`config.mk`:
```
export PLATFORM = sky130hd
export DESIGN_NAME = crml_ram
export DESIGN_NICKNAME = d
export VERILOG_FILES = /design/src/crml_ram.sv
export SDC_FILE = /design/constraint.sdc
export NUM_CORES = 1
export LEC_CHECK = 0
export BUFFER_PORTS_ARGS = -buffer_cell sky130_fd_sc_hd__buf_4
export CORE_ASPECT_RATIO = 0.5
export CORE_MARGIN = 2
export CORE_UTILIZATION = 57
export CTS_BUF_LIST = sky130_fd_sc_hd__clkbuf_4
export DETAILED_ROUTE_END_ITERATION = 6
export GPL_TIMING_DRIVEN = 0
export PLACE_DENSITY = 0.75
export SLEW_MARGIN = 20
export SYNTH_ARGS = -nofsm -noshare
export SYNTH_HDL_FRONTEND = slang
export SYNTH_SLANG_ARGS = --single-unit
```
`constraint.sdc`:
```
create_clock -name clk -period 2.1 [get_ports clk]
set_input_delay 0.42 -clock clk [delete_from_list [all_inputs] [get_ports clk]]
set_output_delay 0.42 -clock clk [all_outputs]
set_load 0.05 [all_outputs]
```
`src/crml_ram.sv`:
```
// Generic single-port-write, single-port-read RAM with registered read.
// No dependencies.
module crml_ram #(
    parameter int WIDTH = 8,
    parameter int DEPTH = 16
) (
    input  logic                     clk,
    input  logic                     we,
    input  logic [$clog2(DEPTH)-1:0] waddr,
    input  logic [WIDTH-1:0]         wdata,
    input  logic [$clog2(DEPTH)-1:0] raddr,
    output logic [WIDTH-1:0]         rdata
);
    logic [WIDTH-1:0] mem [DEPTH];

    always_ff @(posedge clk)
    begin
        if (we)
        begin
            mem[waddr] <= wdata;
        end
        rdata <= mem[raddr];
    end
endmodule

```
# Yosys cells after proc, flatten, opt, wreduce, memory -nomap -nowiden
# Memory sizes are Yosys's and may differ from the RTL's. A register that Yosys moved wholly into a read port is not among the register bits.
# Cells that the tools add are included.
[totals] register_bits=0 latch_bits=0 ram_bits=128 romBits=0 inputBits=18 output_inout_bits=8 word_cells=3 memories=1
[classes] add_sub_neg=0 mul=0 n_div=0 order_cmp=0 eq_ne=0 shifts=0 mux=2 bitwise_logic=0 n_reduce_logical=0
[memory_table] name="mem" depth=16 width=8 rd=1 rd_clocked_by_memory_dff=1 wr=1 line="14" source="logic [WIDTH-1:0] mem [DEPTH];"
[op_table] op="$mux W1" count=2

# Depth between registers and ports, before layout
# Gate-level depths: netlist of the first run.
[logic_depth] word_depth=2 depth_mapped=5 mapped_depth_nobuf=3

# Least setup slack after synthesis of the first run
# No wires, ideal clock.
[synth_timing] path_type="input to register" startpoint="in waddr[2]" endpoint="mem mem[0][0] (enable)" setup_time_ns=0.383 arrival_time_ns=1.530 required_ns=1.717 setup_slack_ns=0.187 path_stages=2 n_path_buf=0 cell_sequence="or3b_2 -> nor3_1"
[synth_lines] element="start, declared" line="9" source="input logic [$clog2(DEPTH)-1:0] waddr,"
[synth_lines] element="end, declared" line="14"
# Straight into the memory's write port.

# Final worst setup path of the first run
[layout_timing] startpoint="in waddr[2]" endpoint="mem mem[2][1] (enable)"
# Straight into the memory's write port.

==> flow_metrics.env, run 1 <==
export IMPL_run_status="complete, no violations"
export IMPL_cp_num_buf_inv=1
export IMPL_syn_area_sq_um=5150
export IMPL_yosysMostFrequentCell="edfxtp_1"
export IMPL_async_flop_share_pct=0
export IMPL_gr_total_overflow=0
export IMPL_clkLatencyLatePin_ps=520
export IMPL_cts_resized=0
export IMPL_ys_warn_count=0
export IMPL_crit_path_start_kind="input port"
export IMPL_nFillCells=542
export IMPL_min_period_over_period_pct=73.0
export IMPL_finClkSkew_ps=16.0
export IMPL_synth_yosys_seq_area_share_pct=77.8
export IMPL_die_area_sq_um=9850
export IMPL_placed_cell_area_sq_um=5490
export IMPL_fmax_ghz=0.652
export IMPL_yosys_area_top_type="edfxtp_1"
export IMPL_wl_um=9590
export IMPL_synth_edf_count=128
export IMPL_path_max_fanout=8
export IMPL_maxSlewHeadroom_pct=43.4
export IMPL_drv_slew=0
export IMPL_first_iter_violations=258
export IMPL_critPathSlowestCell="nor2_1"
export IMPL_detail_route_wl_per_cell_um=23.9
export IMPL_synth_flop_cell="edfxtp_1"
export IMPL_clock_sinks=136
export IMPL_critPathCaptureType="flip-flop"
export IMPL_clk_pin_slew_ps=110
export IMPL_cts_max_path_buffers=2
export IMPL_worstPathArrival_ps=1680
export IMPL_syn_nets=247
export IMPL_yosysTopAreaCellShare_pct=74.7
export IMPL_place_hpwl_um=6300
export IMPL_finalWorstSetupSlack_ps=567
export IMPL_fin_crit_ps=1530
export IMPL_leakagePower_nw=1.91
export IMPL_diodes=0
export IMPL_start_util_pct=58.9
export IMPL_antenna_found_initial=0
export IMPL_slowest_delay_ps=620
export IMPL_finalSetupTns_ps=0
export IMPL_h_tree_depth=4
export IMPL_ys_ff_latch=136
export IMPL_setup_viol=0
export IMPL_drv_cap=0
export IMPL_pre_cts_slack_ps=20.7
export IMPL_drc=0
export IMPL_crit_chain="buf_4 -> or3b_2 -> nor2_1"
export IMPL_drive_above_1_share_pct=29.5
export IMPL_fin_util_pct=65.8
export IMPL_yosys_top_cells_count="edfxtp_1 (128), mux4_2 (18), a22oi_1 (16)"
export IMPL_rsz0062_at_grt="no"
export IMPL_crit_required_ps=2250
export IMPL_avgSynthCellArea_sq_um=22.5
export IMPL_worstSetupPathType="input port to flip-flop"
export IMPL_drt_first_pass_iters=5
export IMPL_worst_pin_slew_ps=846
export IMPL_postSynthCellCount=229
export IMPL_holdCritPathClass="input port to flip-flop"
export IMPL_pin_count=26
export IMPL_first_global_vias=2480
export IMPL_drtAntennaViolNets=0
export IMPL_grt_start_max_net_pins=17
export IMPL_p_per_area_nw_per_um2=866
export IMPL_crit_family="simple AND/OR/NAND/NOR gates"
export IMPL_post_cts_buffers=0
export IMPL_synth_area_top_cells="edfxtp_1 (75%), mux4_2 (7.9%), mux4_1 (7.1%)"
export IMPL_portBuffers=24
export IMPL_cts_tree="yes"
export IMPL_ir_drop_v=0.000716
export IMPL_row_count=24
export IMPL_nets=290
export IMPL_core_sq_um=8740
export IMPL_grt_use_total_pct=21.2
export IMPL_area_growth_pct=11.7
export IMPL_hold_ws_ps=224
export IMPL_die_height_um=71.2
export IMPL_synthDistinctLibCells=19
export IMPL_die_x_um=138
export IMPL_avgViaCountPerCell=6.04
export IMPL_num_vias=2427
export IMPL_cts_buffers=17
export IMPL_gp_congestion=0.754
export IMPL_grt_pass1_wl_um=14500
export IMPL_hold_viol_final=0
export IMPL_cts_root_buffer="clkbuf_4"
export IMPL_design_area_sq_um=5750
export IMPL_ctsHoldBuffers=0
-- cells by family after synthesis --
| group | Yosys count | synth area share, % |
|---|---|---|
| flops | 136 | 77.8 |
| buf+inv | 10 | 1.68 |
| mux | 32 | 15.0 |
| compound gates | 16 | 2.33 |
| simple gates | 35 | 3.18 |
-- sequential cells by signal (all words and copies together), names as in the netlist --
| signal | cells |
|---|---|
| mem | 128 |
| rdata | 8 |
-- stage by stage --
step	total power, W	std cells
floorplan	0.00332	229
global placement	0.00346	370
detailed placement	0.00348	370
CTS	0.00500	402
global route	0.00513	402
finish	0.00498	402
-- where the power goes --
| part | switching [W] | leakage, nW | internal [W] |
|---|---|---|---|
| registers | 0.0000153 | 1.22 | 0.00303 |
| clock network | 0.000864 | 0.143 | 0.000702 |
| logic | 0.000229 | 0.539 | 0.000140 |
| total | 0.00111 | 1.91 | 0.00387 |
-- cell usage in the layout (no fill, tap or decap) --
cell type          n
edfxtp_1         128
buf_4             25
clkbuf_4          19
mux4_2            18
a22oi_1           16
mux4_1            14
nor2_1            13
nand2_1            9
dfxtp_1            8
clkinv_2           5
clkinv_1           5
nor3_2             4
buf_6              3
buf_2              3
clkdlybuf4s25_2    3
nand3b_1           2
nand2b_1           2
bufinv_16          2
nor2b_1            1
and2_1             1
and2b_1            1
nand3_1            1
or3b_2             1
clkinvlp_4         1
-- final cells by class --
type	instances	area [sq um]	share of cell area [%]
Multi-Input combinational cell	83	1080	18.7
Sequential cell	136	4000	69.7
Buffer	10	86.3	1.50
Clock inverter	13	111	1.94
Clock buffer	19	143	2.48
Timing Repair Buffer	24	180	3.13
Tap cell	117	146	2.55
-- final timing paths --
kind              cells past startpoint        end  slack [ps]      start
setup / recovery                      3  mem[2][1]         570   waddr[2]
hold / removal                        1  mem[4][4]         220   wdata[4]
setup reg to reg                      3   rdata[1]         650  mem[9][1]
hold reg to reg                       3   rdata[4]         690  mem[7][4]
-- metal layers --
| layer | vias up | share of wire (%) | GRT usage (%) |
|---|---|---|---|
| met5 | - | 0 | 0 |
| met4 | 0 | 1.4 | 7.94 |
| met3 | 18 | 7.2 | 5.55 |
| met2 | 87 | 48 | 33.5 |
| met1 | 1258 | 44 | 29.4 |
| li1 | 1064 | - | - |
-- worst register-to-register path: cells and delay by family, from the launching register on --
family	cells	cell delay, ps
compound gates	1	380
flops	1	380
simple gates	1	80
mux	1	500
Note: power is estimated with default switching activity, not from simulation.
==> run 2, diff against run 1 <==
--- a/config.mk
+++ b/config.mk
@@ -12,7 +12,7 @@
 export CTS_BUF_LIST = sky130_fd_sc_hd__clkbuf_4
 export DETAILED_ROUTE_END_ITERATION = 6
 export GPL_TIMING_DRIVEN = 0
-export PLACE_DENSITY = 0.75
+export PLACE_DENSITY = 0.78
 export SLEW_MARGIN = 20
 export SYNTH_ARGS = -nofsm -noshare
 export SYNTH_HDL_FRONTEND = slang
==> constraint.sdc (replaced) <==
create_clock -name clk -period 1.25 [get_ports clk]
set_input_delay 0.25 -clock clk [delete_from_list [all_inputs] [get_ports clk]]
set_output_delay 0.25 -clock clk [all_outputs]
set_load 0.05 [all_outputs]
==> run 2 against run 1 <==
Against the previous run:
- the flow now finishes with violations (setup timing)
- wire length rose by 3.0%
- non-clock buffer count rose by 2
- die area did not move
==> flow_metrics.env, run 2 (synthesis results as in run 1) <==
export IMPL_p_per_area_nw_per_um2=1510
export IMPL_area_growth_pct=15.4
export IMPL_drv_cap=0
export IMPL_crit_required_ps=1670
export IMPL_clock_sinks=136
export IMPL_pin_count=26
export IMPL_clkLatencyLatePin_ps=540
export IMPL_antenna_found_initial=0
export IMPL_drc=0
export IMPL_largest_register_ffs=128
export IMPL_cts_max_path_buffers=2
export IMPL_place_hpwl_um=6150
export IMPL_violations="setup timing"
export IMPL_gp_congestion=0.809
export IMPL_core_sq_um=8740
export IMPL_h_tree_depth=4
export IMPL_finalWorstSetupSlack_ps=-86.6
export IMPL_first_global_vias=2482
export IMPL_grt_start_max_net_pins=17
export IMPL_path_max_fanout=1
export IMPL_num_vias=2404
export IMPL_finClkSkew_ps=11.9
export IMPL_hold_viol_final=0
export IMPL_pre_cts_slack_ps=-484
export IMPL_min_period_over_period_pct=107
export IMPL_portBuffers=24
export IMPL_leakagePower_nw=1.92
export IMPL_gr_total_overflow=0
export IMPL_first_iter_violations=324
export IMPL_fmax_ghz=0.748
export IMPL_cts_root_buffer="clkbuf_4"
export IMPL_die_x_um=138
export IMPL_row_count=24
export IMPL_top_register="mem"
export IMPL_detail_route_wl_per_cell_um=24.5
export IMPL_drt_first_pass_iters=4
export IMPL_die_height_um=71.2
export IMPL_maxSlewHeadroom_pct=40.2
export IMPL_drive_above_1_share_pct=41.5
export IMPL_final_cell_mix="edfxtp_1 (128), mux4_2 (32), clkbuf_4 (18)"
export IMPL_fin_util_pct=68.0
export IMPL_run_status="finished, violations left"
export IMPL_clk_pin_slew_ps=110
export IMPL_die_area_sq_um=9850
export IMPL_reg_largest_list="mem x128, rdata x8"
export IMPL_hold_ws_ps=26.0
export IMPL_worst_pin_slew_ps=894
export IMPL_setup_viol=15
export IMPL_drtAntennaViolNets=0
export IMPL_final_common_cell="edfxtp_1"
export IMPL_worstPathArrival_ps=1760
export IMPL_nets=292
export IMPL_start_util_pct=58.9
export IMPL_worstSetupPathType="flip-flop to flip-flop"
export IMPL_cts_tree="yes"
export IMPL_ir_drop_v=0.000866
export IMPL_critPathCaptureType="flip-flop"
export IMPL_avgViaCountPerCell=5.95
export IMPL_wl_um=9880
export IMPL_grt_pass1_wl_um=14800
export IMPL_holdCritPathClass="input port to flip-flop"
export IMPL_rsz0062_at_grt="yes"
export IMPL_fin_crit_ps=1340
export IMPL_diodes=0
export IMPL_crit_path_start_kind="flip-flop"
export IMPL_drv_slew=0
export IMPL_final_cells=404
export IMPL_grt_use_total_pct=22.0
export IMPL_dpl_cell_count=370
export IMPL_cts_buffers=17
==> run 2: stage by stage <==
stage	power, W	area (sq um)	setup TNS [ps]
finish	0.00898	5940	-543
global route	0.00928	5940	-1390
CTS	0.00900	5920	-664
detailed placement	0.00587	5510	-51480
global placement	0.00584	5510	-47270
floorplan	0.00561	5180	-1540
==> run 2: area by class of cell <==
type                    count  area (sq um)
plain buffers              10           120
clock buffers              18           135
clock inverters            14           180
fillers                   529          2800
multi-input cells          83          1090
flip-flops and latches    136          4010
well taps                 117           146
repair buffers             26           256
==> run 2: path summary, 6_finish.rpt <==
kind	startpoint	endpoint	slack [ps]	depth (start not counted)
max	mem[15][3]	rdata[3]	-90	3
min	wdata[7]	mem[6][7]	30	1
max reg2reg	mem[15][3]	rdata[3]	-90	3
min reg2reg	mem[7][1]	rdata[1]	680	3
==> run 2: layer usage <==
layer | GRT usage [%] | vias to the layer above | share of wire (%)
met5 | 0 | - | 0
met4 | 8.73 | 0 | 1.4
met3 | 6.30 | 11 | 11
met2 | 33.1 | 100 | 48
met1 | 31.6 | 1234 | 39
li1 | - | 1059 | -
==> run 2: repair_timing <==
item                                    4_1_cts  5_1_grt
setup buffers                                 0        0
hold buffers                                  1        1
gates resized for setup                      27        3
endpoints found under the setup margin       15       16
hold endpoints to repair                     15        4
pin swaps                                     4        0
==> run 2: report_power, final <==
| group | internal [W] | switching (W) | total [W] |
|---|---|---|---|
| Combinational | 0.000306 | 0.000400 | 0.000706 |
| Clock | 0.00159 | 0.00155 | 0.00314 |
| Sequential | 0.00510 | 0.0000387 | 0.00513 |
==> run 2: critical path, cell delays in order, from the launching register on <==
cell and delay [ps]:
edfxtp_1 380, mux4_2 520, a22oi_2 240, nand2_1 80
